### src/design/pidaw_pkg.sv
`timescale 1ns / 1ps
// ============================================================================
// pidaw_pkg
// Shared types, widths and constants of the anti-windup PID regulator.
// ============================================================================
package pidaw_pkg;

   localparam int DRIVE_W    = 32;
   localparam int FIELD_W    = 24;
   localparam int ERR_W      = FIELD_W + 1;
   localparam int DIFF_W     = ERR_W + 1;
   localparam int GAIN_W     = 16;
   localparam int SUM_W      = 40;
   localparam int PPROD_W    = GAIN_W + ERR_W;
   localparam int DERIV_W    = GAIN_W + DIFF_W;
   localparam int MAG_LO_W   = 24;
   localparam int MAG_HI_W   = SUM_W - MAG_LO_W;
   localparam int ACC_W      = SUM_W + GAIN_W;
   localparam int INTEG_W    = 48;
   localparam int PROP_W     = PPROD_W + 1;
   localparam int TOTAL_W    = 50;
   localparam int DIVIDEND_W = ACC_W;
   localparam int DIVISOR_W  = 16;
   localparam int DIV_STEPS  = DIVIDEND_W / 2;
   localparam int CSR_IDX_W  = 3;
   localparam int CSR_DATA_W = 32;

   localparam int QUEUE_DEPTH = 2;

   localparam logic [DIVISOR_W-1:0] I_SCALE = DIVISOR_W'(1000);

   typedef enum logic [CSR_IDX_W-1:0] {
      REG_GAIN_P       = 3'd0,
      REG_GAIN_I       = 3'd1,
      REG_GAIN_D       = 3'd2,
      REG_NORM_DIVISOR = 3'd3,
      REG_DRIVE_OFFSET = 3'd4,
      REG_DRIVE_MIN    = 3'd5,
      REG_DRIVE_MAX    = 3'd6,
      REG_RAMPUP_TICKS = 3'd7
   } reg_index_type;

   typedef struct packed {
      logic [GAIN_W-1:0]  gain_p;
      logic [GAIN_W-1:0]  gain_i;
      logic [GAIN_W-1:0]  gain_d;
      logic [GAIN_W-1:0]  norm_divisor;
      logic [DRIVE_W-1:0] drive_offset;
      logic [DRIVE_W-1:0] drive_min;
      logic [DRIVE_W-1:0] drive_max;
      logic [GAIN_W-1:0]  rampup_ticks;
   } cfg_type;

   // One classified tick travelling from front to back.
   typedef struct packed {
      logic [ERR_W-1:0] err;
      logic             skip;
      logic             restart;
   } tick_type;

endpackage

### src/design/pidaw_fifo.sv
`timescale 1ns / 1ps
// ============================================================================
// pidaw_fifo
// Short tick queue between the front and back halves.
// ============================================================================
module pidaw_fifo #(
   parameter int DEPTH = pidaw_pkg::QUEUE_DEPTH
) (
   input  logic                clock,
   input  logic                reset,
   input  logic                push,
   input  pidaw_pkg::tick_type push_data,
   output logic                full,
   input  logic                pop,
   output pidaw_pkg::tick_type pop_data,
   output logic                empty
);
   import pidaw_pkg::*;

   localparam int PTR_W = (DEPTH > 1) ? $clog2(DEPTH) : 1;
   localparam int CNT_W = $clog2(DEPTH + 1);

   tick_type           mem_ff [DEPTH];
   logic [PTR_W-1:0]   wr_ptr_ff;
   logic [PTR_W-1:0]   rd_ptr_ff;
   logic [CNT_W-1:0]   count_ff;
   logic               do_push;
   logic               do_pop;

   assign full     = (count_ff == CNT_W'(DEPTH));
   assign empty    = (count_ff == '0);
   assign do_push  = push && !full;
   assign do_pop   = pop && !empty;
   assign pop_data = mem_ff[rd_ptr_ff];

   always_ff @(posedge clock) begin
      if (reset) begin
         wr_ptr_ff <= '0;
         rd_ptr_ff <= '0;
         count_ff  <= '0;
      end else begin
         if (do_push) begin
            wr_ptr_ff <= (wr_ptr_ff == PTR_W'(DEPTH - 1)) ? '0 : wr_ptr_ff + 1'b1;
         end
         if (do_pop) begin
            rd_ptr_ff <= (rd_ptr_ff == PTR_W'(DEPTH - 1)) ? '0 : rd_ptr_ff + 1'b1;
         end
         if (do_push && !do_pop) begin
            count_ff <= count_ff + 1'b1;
         end else if (do_pop && !do_push) begin
            count_ff <= count_ff - 1'b1;
         end
      end
   end

   always_ff @(posedge clock) begin
      if (do_push) begin
         mem_ff[wr_ptr_ff] <= push_data;
      end
   end

   a_count_bound: assert property (@(posedge clock) disable iff (reset)
      count_ff <= CNT_W'(DEPTH))
      else $error("queue count above depth");

   a_count_step: assert property (@(posedge clock) disable iff (reset)
      (do_push && !do_pop) |=> (count_ff == $past(count_ff) + 1'b1))
      else $error("queue count missed a push");

   a_ptr_match: assert property (@(posedge clock) disable iff (reset)
      (empty || full) |-> (wr_ptr_ff == rd_ptr_ff))
      else $error("queue pointers disagree with count");

endmodule

### config.mk
export PLATFORM = sky130hd
export DESIGN_NAME = pidaw_fifo
export DESIGN_NICKNAME = d
export VERILOG_FILES = /design/src/design/pidaw_pkg.sv /design/src/design/pidaw_fifo.sv
export SDC_FILE = /design/constraint.sdc
export NUM_CORES = 1
export LEC_CHECK = 0
export BUFFER_PORTS_ARGS = -buffer_cell sky130_fd_sc_hd__buf_2
export CAP_MARGIN = 20
export CORE_AREA = 2 2 88 90
export DETAILED_ROUTE_END_ITERATION = 10
export DIE_AREA = 0 0 90 92
export SLEW_MARGIN = 30
export SYNTH_ARGS = -nofsm -noshare
export SYNTH_HDL_FRONTEND = slang
export SYNTH_SLANG_ARGS = --single-unit
### constraint.sdc
create_clock -name clock -period 2.25 [get_ports clock]
set_clock_uncertainty 0.05 [all_clocks]
set_input_delay 0.225 -clock clock [delete_from_list [all_inputs] [get_ports clock]]
set_output_delay 0.225 -clock clock [all_outputs]
set_load 0.1 [all_outputs]
# After elaboration in Yosys (flattened, before gate mapping)
# Memories as Yosys holds them, arrays and structs flattened. A register that Yosys moved wholly into a read port is not among the register bits.
# Cells that the tools add are included.
# totals
mem_bits_rw	54
memories	1
wordCells	27
in_bits	31
reg_bits	4
# mem_list
name	words	width	rd	rd_clocked_by_memory_dff	write_ports	line	source
mem_ff	2	27	1	1	1	pidaw_fifo.sv:23	tick_type mem_ff [DEPTH];
# classes
eq_ne	1
muxes	8
addsub	4
n_reduce_logical	10
# op_table
operator	count
$mux W1	6
$logic_and A1 B1 Y1	4
$logic_not A1 Y1	4
$mux W2	2
$add A1 B1 Y1 const B	2
$add A2 B1 Y2 const B	1
$eq A2 B2 Y1 const B	1
$logic_not A2 Y1	1
$reduce_bool A2 Y1	1
$sub A2 B1 Y2 const B	1

# Depth between registers and ports, before layout
# depth
word_depth	7
depth_mapped	6

# Least setup slack after synthesis
# No wires, ideal clock.
# synth_timing
path_type	reg-to-reg
start	reg count_ff[1]
end	reg count_ff[1]
period_less_slack_ns	2.281
path_buffers	0
setup_time_ns	0.070
arrival_time_ns	2.161
slack_ns	-0.031
stages_incl_launch_ff	6
cell_sequence	dfxtp_1 -> nor2b_2 -> nor2_1 -> ha_1 -> or3_1 -> a21oi_1
# synth_via
elab_chain_len	6
# synth_lines
item	line	source
start: declaration	pidaw_fifo.sv:26	logic [CNT_W-1:0] count_ff;
start signal: assignment	pidaw_fifo.sv:49	count_ff <= count_ff + 1'b1;
start signal: assignment	pidaw_fifo.sv:51	count_ff <= count_ff - 1'b1;
$eq A2 B2 Y1 *	pidaw_fifo.sv:30	assign full = (count_ff == CNT_W'(DEPTH));
named net full	pidaw_fifo.sv:13	output logic full,
$logic_not A1 Y1 *	pidaw_fifo.sv:32	assign do_push = push && !full;
$logic_and A1 B1 Y1 *	pidaw_fifo.sv:32	
named net do_push	pidaw_fifo.sv:27	logic do_push;
$logic_not A1 Y1	pidaw_fifo.sv:50	end else if (do_pop && !do_push) begin
$logic_and A1 B1 Y1	pidaw_fifo.sv:50	
$reduce_bool A2 Y1 (no line)	--	
# Mark *: on every way through the listed nets, which the timed path passes. The rest lies on a longest branch. The select of a mux whose other input is x is not followed.
# A chain may end at the register's enable or synchronous reset.

==> impl_summary.log <==
[metrics] number of design-rule violations left by the first detailed-router iteration: 46
[metrics] maximum number of pins on one net before global-route repair: 28
[metrics] first-pass iteration count of the detailed router: 4
[metrics] Starting Density: between 20 and 30%
[metrics] sequential cell area fraction in the yosys report: between 70% and 80%
[metrics] largest driver fanout on the critical path: 18
[metrics] number of nets in the finished design: 212
[metrics] HP Class: in2reg
[metrics] run status: finished, final reports clean
[metrics] proportion of layout cells with a drive suffix above 1: 56.8%
[metrics] critical path data required time: ~2 ns
[metrics] startpoint types: flop
[metrics] post-synth design cell area: 2160 µm²
[metrics] number of sinks handled by clock tree synthesis: 59
[metrics] commonest cells after routing, fill and taps aside: sky130_fd_sc_hd__edfxtp_1 (54), sky130_fd_sc_hd__buf_2 (32), sky130_fd_sc_hd__mux2_2 (27), sky130_fd_sc_hd__buf_12 (27), sky130_fd_sc_hd__clkbuf_8 (9)
[metrics] worst slew margin relative to its limit: 67.7%
[metrics] synthesized area per cell: 19.8 µm²
[metrics] wire length of the first global-routing pass: around 6200 µm
[metrics] clock tree from TritonCTS: done
[metrics] average wire per cell in the routed design: around 14 µm
[metrics] deepest clock path buffer count: 2
[metrics] overall via count from detail_route: between 1k and 1.5k
[metrics] maximum clock frequency: 0.557 GHz
[metrics] vias per std cell: just over 4
[metrics] Worst Path Arrival: around 1.5 ns
[metrics] number of H-tree branching levels: 3
[metrics] Worst Tran Pin Value: around 0.49 ns
[metrics] Total Routed Length: between 3000 and 4000 µm
[metrics] critical path type: reg2out
[metrics] number of placed I/O pins: 60
[metrics] Sequential Area: 1720 µm²
[metrics] Global Route Usage Sum: 10.3%
[metrics] max-capacitance violation count: 0
[metrics] most common cell after layout, fill and taps aside: sky130_fd_sc_hd__edfxtp_1
[metrics] HPWL Detailed: roughly 2700 µm
[metrics] number of buffers added by the clock tree synthesis step: 9
[metrics] number of hold-repair buffers added at the cts stage: 0
[metrics] die area: ~8300 µm²
[metrics] antenna violations before repair: 0
[metrics] clock root buffer: sky130_fd_sc_hd__clkbuf_8
[metrics] fin crit share: approximately four fifths
[metrics] number of core rows: 32
[metrics] number of cells upsized or downsized after cts: 0
[metrics] final count of pins violating max slew: 0
[metrics] vertical die dimension: 92 µm
[metrics] Post-Syn Nets: between 100 and 150
[metrics] area share of the leading cell type in the synthesized netlist: 75.0%
[metrics] post-synth cell types: 14
[metrics] type of destination of the critical path: output pin
[metrics] # diodes: 0
[metrics] post-layout min period: about 1.8 ns
[metrics] gate count of the mapped netlist: ~110
[metrics] cells taking the most area after synthesis: sky130_fd_sc_hd__edfxtp_1 (75%), sky130_fd_sc_hd__mux2_2 (14%), sky130_fd_sc_hd__dfxtp_1 (4.6%)
[metrics] synth-to-layout area growth: 47.5%
[metrics] global placer's final weighted congestion: between 0.6 and 0.7
[metrics] RSZ-0062 raised after global routing: false
[metrics] Die Span X: around 90 µm
[metrics] Detail Route Antenna Nets: 0
[metrics] Post-CTS Setup Inserts: 0
[metrics] Clk pin slew, worst setup/hold paths: 0.06 ns
[metrics] multi-input combinational cell area: 419 µm²
[metrics] total DRC errors in the routed layout: 0
[metrics] total of endpoints with negative setup slack in the final report: 0
[metrics] latest clock arrival within the worst-skew pair: between 0.3 and 0.4 ns
[metrics] Core Box Area: about 7400 µm²
[metrics] number of global-route vias before repair: about 1.3k
[metrics] library cell occupying the most area in the post-synthesis netlist: sky130_fd_sc_hd__edfxtp_1
[metrics] FF+latch count, synth: slightly below 60
[metrics] number of warnings printed during yosys synthesis: 0
[metrics] final hold violations: 0
[metrics] GRT Residual Overflow: 0
[metrics] I/O Buffers: 59
[metrics] filler cell count: 696
[metrics] final sum of negative setup slack: 0 ns
critical path, cell delays in order (launching register included):
cell and delay, ns:
sky130_fd_sc_hd__dfxtp_1 0.33, sky130_fd_sc_hd__buf_4 0.27, sky130_fd_sc_hd__mux2_2 0.41, sky130_fd_sc_hd__buf_12 0.17
through the flow:
step	std cells	hold slack [ns]	util [%]	cell area, µm²	setup slack (ns)
after floorplan	109	0.244	-	2170	0.306
after global placement	271	0.363	40.4	3010	0.620
after detailed placement	271	0.371	40.4	3010	0.571
after CTS	287	0.0163	42.9	3190	0.421
after global routing	287	0.00608	42.9	3190	0.360
final	287	0.0316	42.9	3190	0.456
final timing paths:
check | start | endpoint | slack, ns | depth (start not counted)
max | flop | pop_data[21] | 0.46 | 3
min | push_data[16] | mem_ff[0][16] | 0.03 | 1
max reg2reg | count_ff[0] | mem_ff[0][19] | 0.56 | 4
min reg2reg | wr_ptr_ff | wr_ptr_ff | 0.47 | 2
synthesized netlist by cell type (all sizes together):
| library cell | number |
|---|---|
| ha | 1 |
| mux2 | 27 |
| inv | 2 |
| nor2b | 1 |
| dfxtp | 5 |
| and2 | 1 |
| xor2 | 3 |
| nor2 | 5 |
| o21ai | 3 |
| edfxtp | 54 |
| buf | 3 |
| a21oi | 2 |
| or3 | 2 |
cell type report:
class / instances / area share, %
clock inverters: 5 / 1.69
inverters: 2 / 0.235
clock buffers: 11 / 4.12
multi-input cells: 45 / 13.1
well taps: 102 / 4.00
repair buffers: 63 / 22.9
flip-flops and latches: 59 / 53.9
registers in the layout, summed over array words and instances (netlist names), named ones only:
signal / count
mem_ff: 54
rd_ptr_ff: 1
count_ff: 2
wr_ptr_ff: 1
kinds of logic (layout without fill, tap and decap cells):
family | after synthesis | count (layout) | share of synthesized area, %
buffers and inverters | 5 | 81 | 1.27
muxes | 27 | 27 | 14.1
AOI/OAI and AO/OA | 5 | 5 | 1.16
and+or+nand+nor | 9 | 9 | 2.14
xor gates and xnor gates | 3 | 3 | 1.21
adders and majority gates | 1 | 1 | 0.578
DFF | 59 | 59 | 79.6
layer usage:
metal	vias up	part of all wire [%]	GRT usage, %	wire, µm
li1	559	-	-	-
met3	8	6.1	5.67	238
met2	39	49	15.4	1940
met4	0	2.1	5.00	82
met1	570	42	12.2	1670
met5	-	0	0	0
Power is not shown: default switching activity piles up to over one toggle a cycle in this logic, so the estimate is an artifact.
