**src/design/pidaw_pkg.sv**
```systemverilog
`timescale 1ns / 1ps
// ============================================================================
// pidaw_pkg
// Shared types, widths and constants of the anti-windup PID regulator.
// ============================================================================
package pidaw_pkg;

   localparam int DRIVE_W    = 32;
   localparam int FIELD_W    = 24;
   localparam int ERR_W      = FIELD_W + 1;
   localparam int DIFF_W     = ERR_W + 1;
   localparam int GAIN_W     = 16;
   localparam int SUM_W      = 40;
   localparam int PPROD_W    = GAIN_W + ERR_W;
   localparam int DERIV_W    = GAIN_W + DIFF_W;
   localparam int MAG_LO_W   = 24;
   localparam int MAG_HI_W   = SUM_W - MAG_LO_W;
   localparam int ACC_W      = SUM_W + GAIN_W;
   localparam int INTEG_W    = 48;
   localparam int PROP_W     = PPROD_W + 1;
   localparam int TOTAL_W    = 50;
   localparam int DIVIDEND_W = ACC_W;
   localparam int DIVISOR_W  = 16;
   localparam int DIV_STEPS  = DIVIDEND_W / 2;
   localparam int CSR_IDX_W  = 3;
   localparam int CSR_DATA_W = 32;

   localparam int QUEUE_DEPTH = 2;

   localparam logic [DIVISOR_W-1:0] I_SCALE = DIVISOR_W'(1000);

   typedef enum logic [CSR_IDX_W-1:0] {
      REG_GAIN_P       = 3'd0,
      REG_GAIN_I       = 3'd1,
      REG_GAIN_D       = 3'd2,
      REG_NORM_DIVISOR = 3'd3,
      REG_DRIVE_OFFSET = 3'd4,
      REG_DRIVE_MIN    = 3'd5,
      REG_DRIVE_MAX    = 3'd6,
      REG_RAMPUP_TICKS = 3'd7
   } reg_index_type;

   typedef struct packed {
      logic [GAIN_W-1:0]  gain_p;
      logic [GAIN_W-1:0]  gain_i;
      logic [GAIN_W-1:0]  gain_d;
      logic [GAIN_W-1:0]  norm_divisor;
      logic [DRIVE_W-1:0] drive_offset;
      logic [DRIVE_W-1:0] drive_min;
      logic [DRIVE_W-1:0] drive_max;
      logic [GAIN_W-1:0]  rampup_ticks;
   } cfg_type;

   // One classified tick travelling from front to back.
   typedef struct packed {
      logic [ERR_W-1:0] err;
      logic             skip;
      logic             restart;
   } tick_type;

endpackage

```
**src/design/pidaw_front.sv**
```systemverilog
`timescale 1ns / 1ps
// ============================================================================
// pidaw_front
// Input stage: accepts a tick, forms the error and flags ticks to skip.
// ============================================================================
module pidaw_front (
   input  logic                          clock,
   input  logic                          reset,
   input  logic [pidaw_pkg::FIELD_W-1:0] req_measured,
   input  logic [pidaw_pkg::FIELD_W-1:0] req_target,
   input  logic                          req_measured_valid,
   input  logic                          req_restart,
   input  logic                          req_valid,
   output logic                          req_ready,
   output logic                          push,
   output pidaw_pkg::tick_type           push_data,
   input  logic                          full
);
   import pidaw_pkg::*;

   tick_type         held_ff;
   logic             held_valid_ff;
   logic [ERR_W-1:0] err_in;
   tick_type         tick_in;

   assign err_in = {req_target[FIELD_W-1], req_target}
                 - {req_measured[FIELD_W-1], req_measured};

   always_comb begin
      tick_in.err     = err_in;
      tick_in.skip    = (err_in == '0) || !req_measured_valid;
      tick_in.restart = req_restart;
   end

   assign req_ready = !held_valid_ff || !full;
   assign push      = held_valid_ff;
   assign push_data = held_ff;

   always_ff @(posedge clock) begin
      if (reset) begin
         held_valid_ff <= 1'b0;
      end else if (req_valid && req_ready) begin
         held_valid_ff <= 1'b1;
      end else if (!full) begin
         held_valid_ff <= 1'b0;
      end
   end

   always_ff @(posedge clock) begin
      if (req_valid && req_ready) begin
         held_ff <= tick_in;
      end
   end

endmodule

```
**config.mk**
```make
export PLATFORM = sky130hd
export DESIGN_NAME = pidaw_front
export DESIGN_NICKNAME = d
export VERILOG_FILES = /design/src/design/pidaw_pkg.sv /design/src/design/pidaw_front.sv
export SDC_FILE = /design/constraint.sdc
export NUM_CORES = 1
export LEC_CHECK = 0
export BUFFER_PORTS_ARGS = -buffer_cell sky130_fd_sc_hd__buf_2
export CORE_UTILIZATION = 25
export CTS_CLUSTER_DIAMETER = 80
export DETAILED_ROUTE_END_ITERATION = 16
export GPL_TIMING_DRIVEN = 0
export PLACE_DENSITY_LB_ADDON = 0.08
export SYNTH_ARGS = -nofsm -noshare
export SYNTH_HDL_FRONTEND = slang
export SYNTH_SLANG_ARGS = --single-unit
export TNS_END_PERCENT = 10
```
**constraint.sdc**
```tcl
create_clock -name clock -period 2.4 [get_ports clock]
set_clock_uncertainty 0.05 [all_clocks]
set_input_delay 0 -clock clock [delete_from_list [all_inputs] [get_ports clock]]
set_output_delay 0 -clock clock [all_outputs]
set_load 0.1 [all_outputs]
```
# Word level (Yosys, flattened, before mapping)
# Cells that the tools add are included.
# W data, S select, Z words.
[totals]
ff_bits = 28
input_bits = 54
out_inout_bits = 29
wordCells = 15
[classes]
addsub = 1
n_eq_ne = 1
muxes = 2
reduce_logical = 7
[op_table]
columns = ["operator", "count"]
rows = [
  ["$logic_not A25 Y1", 1],
  ["$sub A24 B24 Y25", 1],
  ["$logic_not A1 Y1", 3],
  ["$logic_or A1 B1 Y1", 2],
  ["$mux W1", 2],
  ["$ne A2 B1 Y1 const B", 1],
  ["$logic_and A1 B1 Y1", 1],
]

# Depth between registers and ports, before layout
# Gate-level depths: netlist (run 1).
[depth]
word_depth = 4
depth_mapped = 11
depth_no_buf = 11

# Worst setup path after synthesis (run 1)
# No wires, ideal clock.
[synth_timing]
kind = "reg-to-reg"
startpoint = "register held_valid_ff (netlist: push)"
endpoint = "register held_ff, in the netlist push_data[0] (enable)"
setup_time_ns = 0.378
arrival_time_ns = 2.531
t_required_ns = 1.972
slack_ns = -0.559
stages_incl_launch_ff = 3
n_path_buf = 0
synth_period_minus_slack_ns = 2.959
cell_sequence = "dfxtp_1 > nand2_1 > and2_1"
[synth_between]
elab_chain_cells = 3
[synth_rtl]
columns = ["element", "line", "text"]
rows = [
  ["start, declared", "pidaw_front.sv:22", "logic held_valid_ff;"],
  ["start signal, assigned", "pidaw_front.sv:41", "held_valid_ff <= 1'b0;"],
  ["start signal, assigned", "pidaw_front.sv:43", "held_valid_ff <= 1'b1;"],
  ["start signal, assigned", "pidaw_front.sv:45", "held_valid_ff <= 1'b0;"],
  ["$logic_not A1 Y1", "pidaw_front.sv:35", "assign req_ready = !held_valid_ff || !full;"],
  ["$logic_or A1 B1 Y1", "pidaw_front.sv:35", ""],
  ["via req_ready", "pidaw_front.sv:14", "output logic req_ready,"],
  ["$logic_and A1 B1 Y1", "pidaw_front.sv:50", "if (req_valid && req_ready) begin"],
  ["end signal, assigned", "pidaw_front.sv:51", "held_ff <= tick_in;"],
  ["end, declared", "pidaw_front.sv:21", "tick_type held_ff;"],
]
# The timed path passes the listed nets, and every way through them passes these cells.
# A chain may end at the register's enable or synchronous reset.

==> out/results.ini, run 1 <==
[cts]
clk_pin_slew_ns=0.09
clockBufferDepth=2
cts-htree-levels=1
clkLatencyLatePin_ns=0.27
tritoncts=done
numCtsBuffers=3
cts-root-buf=clkbuf_8
cts.sinks=28

[worst_hold_path]
holdCritPathClass=input pin to flip-flop

[setup_path]
path_cells=buf_2, ha_4, fa_2, nor2b_4, o21a_1, o21ai_2, a2111o_1, or4_4, nor4_4, nand4_1, o41ai_2
cp_slowest_cell=or4_4
worstPathRequired_ns=2.44
cp_max_fo=2
start_kind=input pin
path_class=input pin to flip-flop
worstPathArrival_ns=2.51
critPathCaptureType=flip-flop
critical-path-max-stage-delay_ns=0.44

[logic_synthesis]
ys_seq_area_frac=0.325
synth_cell_type_count=58
synthCells=289
yosys_warnings=0
syn_area_per_cell_um2=8.84
synth_nets=368
synth_seq_cells=28
synth-async-reset-ratio=0
synth_enable_flop_cells=27
synthesis.area_mm2=0.00256
synth_ff_type=edfxtp_1

[pwr]
power_density_mw_per_mm2=604
p_leak_nw=1.48
peakVddDrop_v=0.000229

[timing]
final_max_slew_viol_count=0
min_period_ns=2.47
timing.fmax_mhz=404
hold_violations=0
rsz0062_at_grt=yes
setup_viol=1
tightest_slew_ns=1.22
relSlewSlack=0.186
setup_ws_ns=-0.0728
period_share=1.03
fin_tns_setup_ns=-0.0728

[placement]
place_ws_ns=-0.847
gp_congestion=0.784
post-dp-hpwl_mm=5.40
io_buffer_count=82

[detailed_routing]
dr.pass1.iters=4
vias_per_cell=4.75
vias=2443
drc=0
post_drt_wl_per_cell_um=13.2
wirelength_mm=6.81
antenna_left=0
drt_iter0_drc=83

[floorplan]
core_mm2=0.00982
ioPinCount=83
die_w_um=103
rows=36
die_h_um=103
die_area_mm2=0.0106
initial_utilization=0.260

[global_routing]
grt_overflow=0
grt_pass1_vias=2230
grt_max_degree=28
grt_pass1_wl_mm=10.9
gr-usage-all-layers=0.131
grt_antenna_before_repair=0

[final_layout]
layout-drive-gt1-share=0.312
nNetsFinal=461
area_growth_pct=33.5
diodes=0

[outcome]
violations=setup timing
outcome=finished, violations left

[flow_run]
max_cap_violations=0

[metrics by stage]
| step | cells | area [µm²] | hold slack [ns] | util | power, W |
|---|---|---|---|---|---|
| 2_1_floorplan | 289 | 2560 | 0.0150 | - | 0.00143 |
| 3_3_place_gp | 504 | 3140 | 0.106 | 0.319 | 0.00164 |
| 3_5_place_dp | 504 | 3140 | 0.105 | 0.319 | 0.00163 |
| 4_1_cts | 513 | 3340 | 0.0866 | 0.340 | 0.00205 |
| 5_1_grt | 514 | 3410 | 0.0928 | 0.348 | 0.00219 |
| 6_report | 514 | 3410 | 0.107 | 0.348 | 0.00206 |
[area by class of cell]
type | instances | area, µm²
buffer | 5 | 21.3
clock buffer | 3 | 41.3
clock inverter | 1 | 30.0
fill | 1079 | 6410
inverter | 32 | 120
multi-input combinational | 223 | 1720
sequential | 28 | 832
tap | 133 | 166
timing repair buffer | 89 | 479
[critical path, delay by kind of cell]
kind / cells / cell delay, ns
and+or+nand+nor: 4 / 1.00
AOI/OAI and AO/OA: 4 / 0.86
buffers and inverters: 1 / 0.12
adders and majority gates: 2 / 0.54
[placed cells by master (no fill, tap or decap), types with 4 or more instances in the layout]
| cell | netlist | final |
|---|---|---|
| buf_2 | 1 | 82 |
| inv_1 | 32 | 31 |
| edfxtp_1 | 27 | 27 |
| a21oi_1 | 25 | 25 |
| ha_1 | 24 | 20 |
| nor2_1 | 16 | 16 |
| nand2_1 | 16 | 15 |
| o21ai_0 | 14 | 13 |
| and2_1 | 8 | 8 |
| or3_1 | 8 | 8 |
| a21o_1 | 8 | 7 |
| nor3_1 | 7 | 7 |
| nand3_1 | 6 | 6 |
| nor2b_1 | 5 | 5 |
| o21a_1 | 6 | 5 |
| nand2b_1 | 5 | 5 |
| xnor2_1 | 5 | 5 |
| nand4_1 | 4 | 4 |
| and4_1 | 4 | 4 |
| dlygate4sd3_1 | 0 | 4 |
[where the power goes]
group	total [W]	internal [W]	switching [W]	leakage, nW
clock network	0.000377	0.000223	0.000154	0.0357
registers	0.000631	0.000615	0.0000156	0.269
logic	0.00105	0.000296	0.000757	1.18
total	0.00206	0.00113	0.000926	1.48
[cells in the mapped netlist, types with 3 or more instances]
| cell type | count | area, µm² |
|---|---|---|
| xnor2_1 | 5 | 43.8 |
| nor2_1 | 16 | 60.1 |
| a21oi_1 | 25 | 125 |
| nand2_1 | 16 | 60.1 |
| o31ai_1 | 3 | 22.5 |
| a21o_1 | 8 | 60.1 |
| edfxtp_1 | 27 | 811 |
| o21ai_0 | 14 | 70.1 |
| nand4_1 | 4 | 25.0 |
| nor2b_1 | 5 | 31.3 |
| and2_1 | 8 | 50.1 |
| clkbuf_1 | 5 | 18.8 |
| inv_1 | 32 | 120 |
| a311oi_1 | 3 | 26.3 |
| a211oi_1 | 8 | 60.1 |
| nand2b_1 | 5 | 31.3 |
| or3_1 | 8 | 50.1 |
| o21a_1 | 6 | 45.0 |
| and4_1 | 4 | 35.0 |
| nor3_1 | 7 | 35.0 |
| a211o_1 | 3 | 26.3 |
| o211ai_1 | 3 | 22.5 |
| ha_1 | 24 | 300 |
| nand3_1 | 6 | 30.0 |
[flip-flops by register name, indices dropped and copies added (netlist names)]
signal	count
push	1
push_data	27
[repair_timing]
action                     CTS  global route
gates resized for setup     18            13
pin swaps                    6             1
hold buffers                 4             0
setup endpoints to repair    3             3
hold endpoints to repair     3             0
buffers inserted             1             2
gates cloned                 0             0
[worst paths after layout]
path / start / to / slack (ns) / cells past startpoint
worst max-delay path: req_measured[0] / push_data[1] / -0.07 / 11
worst min-delay path: req_measured[0] / push_data[2] / 0.11 / 3
worst max register to register: push / push_data[22] / 0.63 / 2
worst min register to register: push / push / 1.00 / 3
[metal layers]
| layer | up-vias | track usage | wire length [µm] |
|---|---|---|---|
| met1 | 1106 | 0.194 | 3700 |
| met4 | 0 | 0.0163 | 21 |
| met3 | 2 | 0.0224 | 267 |
| met2 | 56 | 0.204 | 2810 |
| met5 | - | 0 | 0 |
| li1 | 1279 | - | - |
[kinds of logic (layout without fill, tap and decap cells)]
logic type,Yosys count,in the layout,share of synthesized area
AO/OA/AOI/OAI,98,98,0.266
multiplexers,2,2,0.00783
flip-flops,28,28,0.325
buffers and inverters,38,130,0.0563
XOR/XNOR,7,7,0.0240
adder cells (fa/ha/maj),25,25,0.125
AND/OR/NAND/NOR,91,91,0.195
No activity file was read; power rests on OpenSTA's default activity.
==> run 2: changes to the inputs <==
- CORE_MARGIN: not set -> 2
- PLACE_DENSITY_LB_ADDON: 0.08 -> not set
==> run 2 against run 1 <==
Effect of this change:
- the run still ends with setup timing left
- die area increased by 3.9%
- via count rose by 1.9%
- non-clock buffer count increased by 1
- final area fell by 1.9%
- count of clock-buffer cells in the layout rose by 1
- first-iteration DRC count is 47% higher
- core utilization is 0.83 points lower
- highest routed layer unchanged
==> out/results.ini, run 2 (same netlist as run 1, synthesis figures left out) <==
[final_layout]
largest_reg_flops=27  ; unchanged
nNetsFinal=462  ; was 461
final_cell_mix=82 x buf_2, 31 x inv_1, 27 x edfxtp_1, 25 x a21oi_1, 22 x ha_1  ; was 82 x buf_2, 31 x inv_1, 27 x edfxtp_1, 25 x a21oi_1, 20 x ha_1
fin_area_mm2=0.00335  ; was 0.00341 mm²
layout-drive-gt1-share=0.296  ; was 0.312
area_growth_pct=30.9  ; was 33.5%
regArea_um2=832  ; unchanged
multi_input_area_mm2=0.00168  ; was 0.00172 mm²
layout.cells.non_filler=515  ; was 514
diodes=0  ; unchanged
nFillCells=1022  ; was 1079
final_common_cell=buf_2  ; unchanged

[setup_path]
start_kind=input pin  ; unchanged
cp_slowest_cell=or4_4  ; unchanged
cp_max_fo=2  ; unchanged
path_class=input pin to flip-flop  ; unchanged
crit_family=simple AND/OR/NAND/NOR gates  ; unchanged
critPathCaptureType=flip-flop  ; unchanged
worstPathRequired_ns=2.43  ; was 2.44 ns
path_cells=buf_2, ha_4, fa_2, nor2b_4, o21a_1, o21ai_2, a2111o_1, or4_4, nor4_4, nand4_1, o41ai_2  ; unchanged
worstPathArrival_ns=2.56  ; was 2.51 ns
critical-path-max-stage-delay_ns=0.44  ; about the same
path_buf_inv=1  ; unchanged

[detailed_routing]
wirelength_mm=6.53  ; was 6.81 mm
dr.pass1.iters=4  ; unchanged
drt_iter0_drc=122  ; was 83
vias_per_cell=4.83  ; was 4.75
vias=2490  ; was 2443
antenna_left=0  ; unchanged
drc=0  ; unchanged
post_drt_wl_per_cell_um=12.7  ; was 13.2 µm

[timing]
tightest_slew_ns=1.19  ; was 1.22 ns
timing.fmax_mhz=396  ; was 404 MHz
relSlewSlack=0.209  ; was 0.186
period_share=1.05  ; was 1.03
final_max_slew_viol_count=0  ; unchanged
rsz0062_at_grt=yes  ; unchanged
min_period_ns=2.53  ; was 2.47 ns
hold_violations=0  ; unchanged
setup_ws_ns=-0.128  ; was -0.0728 ns
setup_viol=1  ; unchanged

[pwr]
power_density_mw_per_mm2=572  ; was 604 mW/mm²
p_leak_nw=1.47  ; was 1.48 nW
peakVddDrop_v=0.000221  ; was 0.000229 V
power_w=0.00191  ; was 0.00206 W

[cts]
cts.sinks=28  ; unchanged
numCtsBuffers=3  ; unchanged
clockBufferDepth=2  ; unchanged
cts-htree-levels=1  ; unchanged
tritoncts=done  ; unchanged
clkLatencyLatePin_ns=0.26  ; was 0.27 ns
clk_pin_slew_ns=0.09  ; about the same
cts-root-buf=clkbuf_8  ; unchanged

[floorplan]
ioPinCount=83  ; unchanged
die_h_um=105  ; was 103 µm
core_mm2=0.00986  ; was 0.00982 mm²
rows=36  ; unchanged
die_area_mm2=0.0110  ; was 0.0106 mm²
initial_utilization=0.259  ; was 0.260
die_w_um=105  ; was 103 µm

[placement]
dp_cells=504  ; unchanged
place_area_mm2=0.00314  ; unchanged
post-dp-hpwl_mm=5.34  ; was 5.40 mm
place_ws_ns=-0.727  ; was -0.847 ns
gp_congestion=0.849  ; was 0.784
io_buffer_count=82  ; unchanged

[global_routing]
grt_max_degree=28  ; unchanged
grt_pass1_vias=2432  ; was 2230
grt_pass1_wl_mm=10.9  ; about the same
grt_overflow=0  ; unchanged
gr-usage-all-layers=0.116  ; was 0.131
grt_antenna_before_repair=0  ; unchanged

[worst_hold_path]
holdCritPathClass=input pin to flip-flop  ; unchanged

[flow_run]
max_cap_violations=0  ; unchanged

[outcome]
violations=setup timing  ; unchanged
outcome=finished, violations left  ; unchanged

==> run 2: changes by cell type in the layout (fill, tap and decap cells not counted), sizes merged <==
cell	previous run	this run
bufinv	1	0
clkbuf	7	9
==> run 2: path summary, 6_finish.rpt <==
path / start / end / slack [ns] / cells after the start
worst max-delay path: req_measured[0] / push_data[1] / -0.13 / 11
worst min-delay path: req_measured[0] / push_data[2] / 0.11 / 3
worst max register to register: push / push_data[25] / 0.66 / 2
worst min register to register: push / push / 1.01 / 3
==> run 2: per-stage QoR <==
step / utilization / hold slack, ns / setup TNS, ns
after global placement: 0.318 / 0.104 / -1.48
after global routing: 0.339 / 0.114 / -0.279
after floorplan: - / 0.0150 / -0.211
after detailed placement: 0.318 / 0.104 / -1.59
final: 0.339 / 0.109 / -0.128
after CTS: 0.337 / 0.100 / -0.111
==> run 2: layout make-up <==
type / count / area share
multi-input combinational: 223 / 0.502
inverter: 32 / 0.0359
sequential: 28 / 0.249
timing repair buffer: 89 / 0.143
clock buffer: 4 / 0.0135
tap: 133 / 0.0497
buffer: 6 / 0.00748
==> run 2: where the power goes <==
group	internal (W)	switching, W
clock network	0.000119	0.000134
registers	0.000615	0.0000122
logic	0.000285	0.000750
total	0.00102	0.000896
==> run 2: routing by layer <==
metal  global-route usage  share of wire  vias up
met3               0.0125          0.047       12
li1                     -              -     1280
met4               0.0438          0.023        0
met2                0.174           0.42       80
met1                0.169           0.51     1118
met5                    0              0        -
==> run 2: what timing repair did <==
action	4_1_cts	5_1_grt
setup buffers	1	2
setup endpoints to repair	1	1
hold buffers	4	0
resized for setup	18	4
pin swaps	5	1
hold endpoints to repair	3	0
==> run 2: worst reg2reg max path, delay by kind of cell, from the launching register on <==
kind,cells,cell delay (ns)
AND/OR/NAND/NOR,2,0.96
flip-flops,1,0.34
==> run 3: changes to the inputs <==
==> constraint.sdc (replaced) <==
create_clock -name clock -period 2.4 [get_ports clock]
set_clock_uncertainty 0.05 [all_clocks]
set_input_delay 0.12 -clock clock [delete_from_list [all_inputs] [get_ports clock]]
set_output_delay 0.12 -clock clock [all_outputs]
set_load 0.1 [all_outputs]
==> run 3 against run 2 <==
Effect of this change:
- the run still ends with setup timing left
- global-route usage hardly changed
- critical path depth is 1 higher
- count of clock-buffer cells in the layout stayed put
- clock power hardly changed
- die area stayed put
- sequential power hardly changed
- sequential share of layout area is 0.34 points higher
- combinational power hardly changed
- first-iteration DRC count is 9.0% lower
- setup slack worse by 0.053 ns
- hold slack worse by 0.091 ns
- final area is 1.3% lower
- largest cell class unchanged
- highest routed layer unchanged
==> out/results.ini, run 3 (same netlist as run 1, synthesis figures left out) <==
[cts]
cts-root-buf=clkbuf_8  ; unchanged
clkLatencyLatePin_ns=0.27  ; was 0.26 ns
tritoncts=done  ; unchanged
clockBufferDepth=2  ; unchanged
cts.sinks=28  ; unchanged
numCtsBuffers=3  ; unchanged
clk_pin_slew_ns=0.09  ; about the same
cts-htree-levels=1  ; unchanged

[setup_path]
worstPathArrival_ns=2.62  ; was 2.56 ns
path_class=input pin to flip-flop  ; unchanged
crit_start=req_target[0]  ; was req_measured[0]
endpoint=push_data[1]  ; unchanged
critPathCaptureType=flip-flop  ; unchanged
r2r_end=push_data[25]  ; unchanged
start_kind=input pin  ; unchanged
regToRegStartpoint=push  ; unchanged
rrSetupSlack_ns=0.69  ; was 0.66 ns
ff2ff_path_depth=2  ; unchanged
worstPathRequired_ns=2.44  ; was 2.43 ns
cp_max_fo=2  ; unchanged

[outcome]
outcome=finished, violations left  ; unchanged
violations=setup timing  ; unchanged

[final_layout]
nFillCells=1032  ; was 1022
postLayoutCoreUtil=0.335  ; was 0.339
layout-drive-gt1-share=0.292  ; was 0.296
fin_area_mm2=0.00330  ; was 0.00335 mm²
final_common_cell=buf_2  ; unchanged
area_growth_pct=29.2  ; was 30.9%
diodes=0  ; unchanged
final_cell_mix=82 x buf_2, 31 x inv_1, 27 x edfxtp_1, 25 x a21oi_1, 22 x ha_1  ; unchanged
largest_reg_flops=27  ; unchanged
nNetsFinal=457  ; was 462
layout.cells.non_filler=510  ; was 515

[flow_run]
max_cap_violations=0  ; unchanged

[timing]
period_share=1.08  ; was 1.05
final_max_slew_viol_count=0  ; unchanged
tightest_slew_ns=1.15  ; was 1.19 ns
hold_violations=0  ; unchanged
setup_ws_ns=-0.181  ; was -0.128 ns
timing.fmax_mhz=387  ; was 396 MHz
whs_ns=0.0180  ; was 0.109 ns
setup_viol=1  ; unchanged
rsz0062_at_grt=yes  ; unchanged
relSlewSlack=0.233  ; was 0.209
min_period_ns=2.58  ; was 2.53 ns
fin_tns_setup_ns=-0.181  ; was -0.128 ns

[placement]
place_area_mm2=0.00315  ; was 0.00314 mm²
post-dp-hpwl_mm=5.28  ; was 5.34 mm
dp_cells=504  ; unchanged
io_buffer_count=82  ; unchanged
gp_congestion=0.795  ; was 0.849

[global_routing]
gr-usage-all-layers=0.115  ; was 0.116
grt_pass1_vias=2257  ; was 2432
grt_antenna_before_repair=0  ; unchanged
grt_overflow=0  ; unchanged
grt_max_degree=28  ; unchanged
grt_pass1_wl_mm=10.6  ; was 10.9 mm

[floorplan]
core_mm2=0.00986  ; unchanged
ioPinCount=83  ; unchanged
initial_utilization=0.259  ; unchanged
die_h_um=105  ; unchanged
rows=36  ; unchanged
die_w_um=105  ; unchanged
die_area_mm2=0.0110  ; unchanged

[pwr]
p_leak_nw=1.45  ; was 1.47 nW
power_density_mw_per_mm2=577  ; was 572 mW/mm²
peakVddDrop_v=0.000202  ; was 0.000221 V

[worst_hold_path]
holdCritPathClass=input pin to flip-flop  ; unchanged

[detailed_routing]
vias_per_cell=4.76  ; was 4.83
drt_iter0_drc=111  ; was 122
wirelength_mm=6.40  ; was 6.53 mm
vias=2430  ; was 2490
post_drt_wl_per_cell_um=12.5  ; was 12.7 µm
antenna_left=0  ; unchanged
drc=0  ; unchanged
dr.pass1.iters=7  ; was 4

run 3: through the flow:
stage / worst slack [ns] / total power [W]
final: -0.181 / 0.00191
after global routing: -0.313 / 0.00202
after CTS: -0.268 / 0.00191
after detailed placement: -0.715 / 0.00163
after global placement: -0.772 / 0.00162
after floorplan: -0.253 / 0.00144
run 3: worst max-delay path: stages:
cell	delay [ns]
buf_6	0.09
inv_4	0.05
ha_4	0.13
fa_2	0.23
nor2b_4	0.05
o21a_1	0.17
or3_1	0.33
a2111o_1	0.42
or4_4	0.43
nor4_4	0.23
nand4_1	0.14
o41ai_2	0.22
run 3: worst min-delay path by stage:
stage	from	to	slack [ns]	depth (start not counted)
3_5_place_dp	reset	push	0.23	2
5_1_grt	req_measured_valid	push_data[1]	0.04	2
6_report	req_valid	push	0.02	3
4_1_cts	req_valid	push	0.01	3
3_3_place_gp	reset	push	0.22	2
2_1_floorplan	reset	push	0.13	1
run 3: repair_timing:
action / CTS / global route
setup endpoints to repair: 2 / 6
resized for setup: 8 / 12
setup buffers: 1 / 0
pin swaps: 3 / 2
endpoints found under the hold margin: 2 / 0
hold buffers: 2 / 0
run 3: routing by layer:
| layer | vias up | GRT usage | routed length [µm] |
|---|---|---|---|
| li1 | 1277 | - | - |
| met4 | 0 | 0.0305 | 76 |
| met2 | 72 | 0.173 | 2760 |
| met1 | 1074 | 0.175 | 3300 |
| met3 | 7 | 0.0112 | 261 |
| met5 | - | 0 | 0 |
run 3: cell type report:
class | instances | area (µm²) | share of cell area
multi-input cells | 223 | 1670 | 0.506
flip-flops and latches | 28 | 832 | 0.252
repair buffers | 85 | 444 | 0.135
well taps | 133 | 166 | 0.0504
inverters | 32 | 123 | 0.0371
clock buffers | 4 | 45.0 | 0.0136
plain buffers | 5 | 21.3 | 0.00644
run 3: power breakdown:
part / internal [W] / switching, W / total [W]
Clock: 0.000119 / 0.000135 / 0.000254
Sequential: 0.000615 / 0.0000131 / 0.000628
Combinational: 0.000281 / 0.000742 / 0.00102
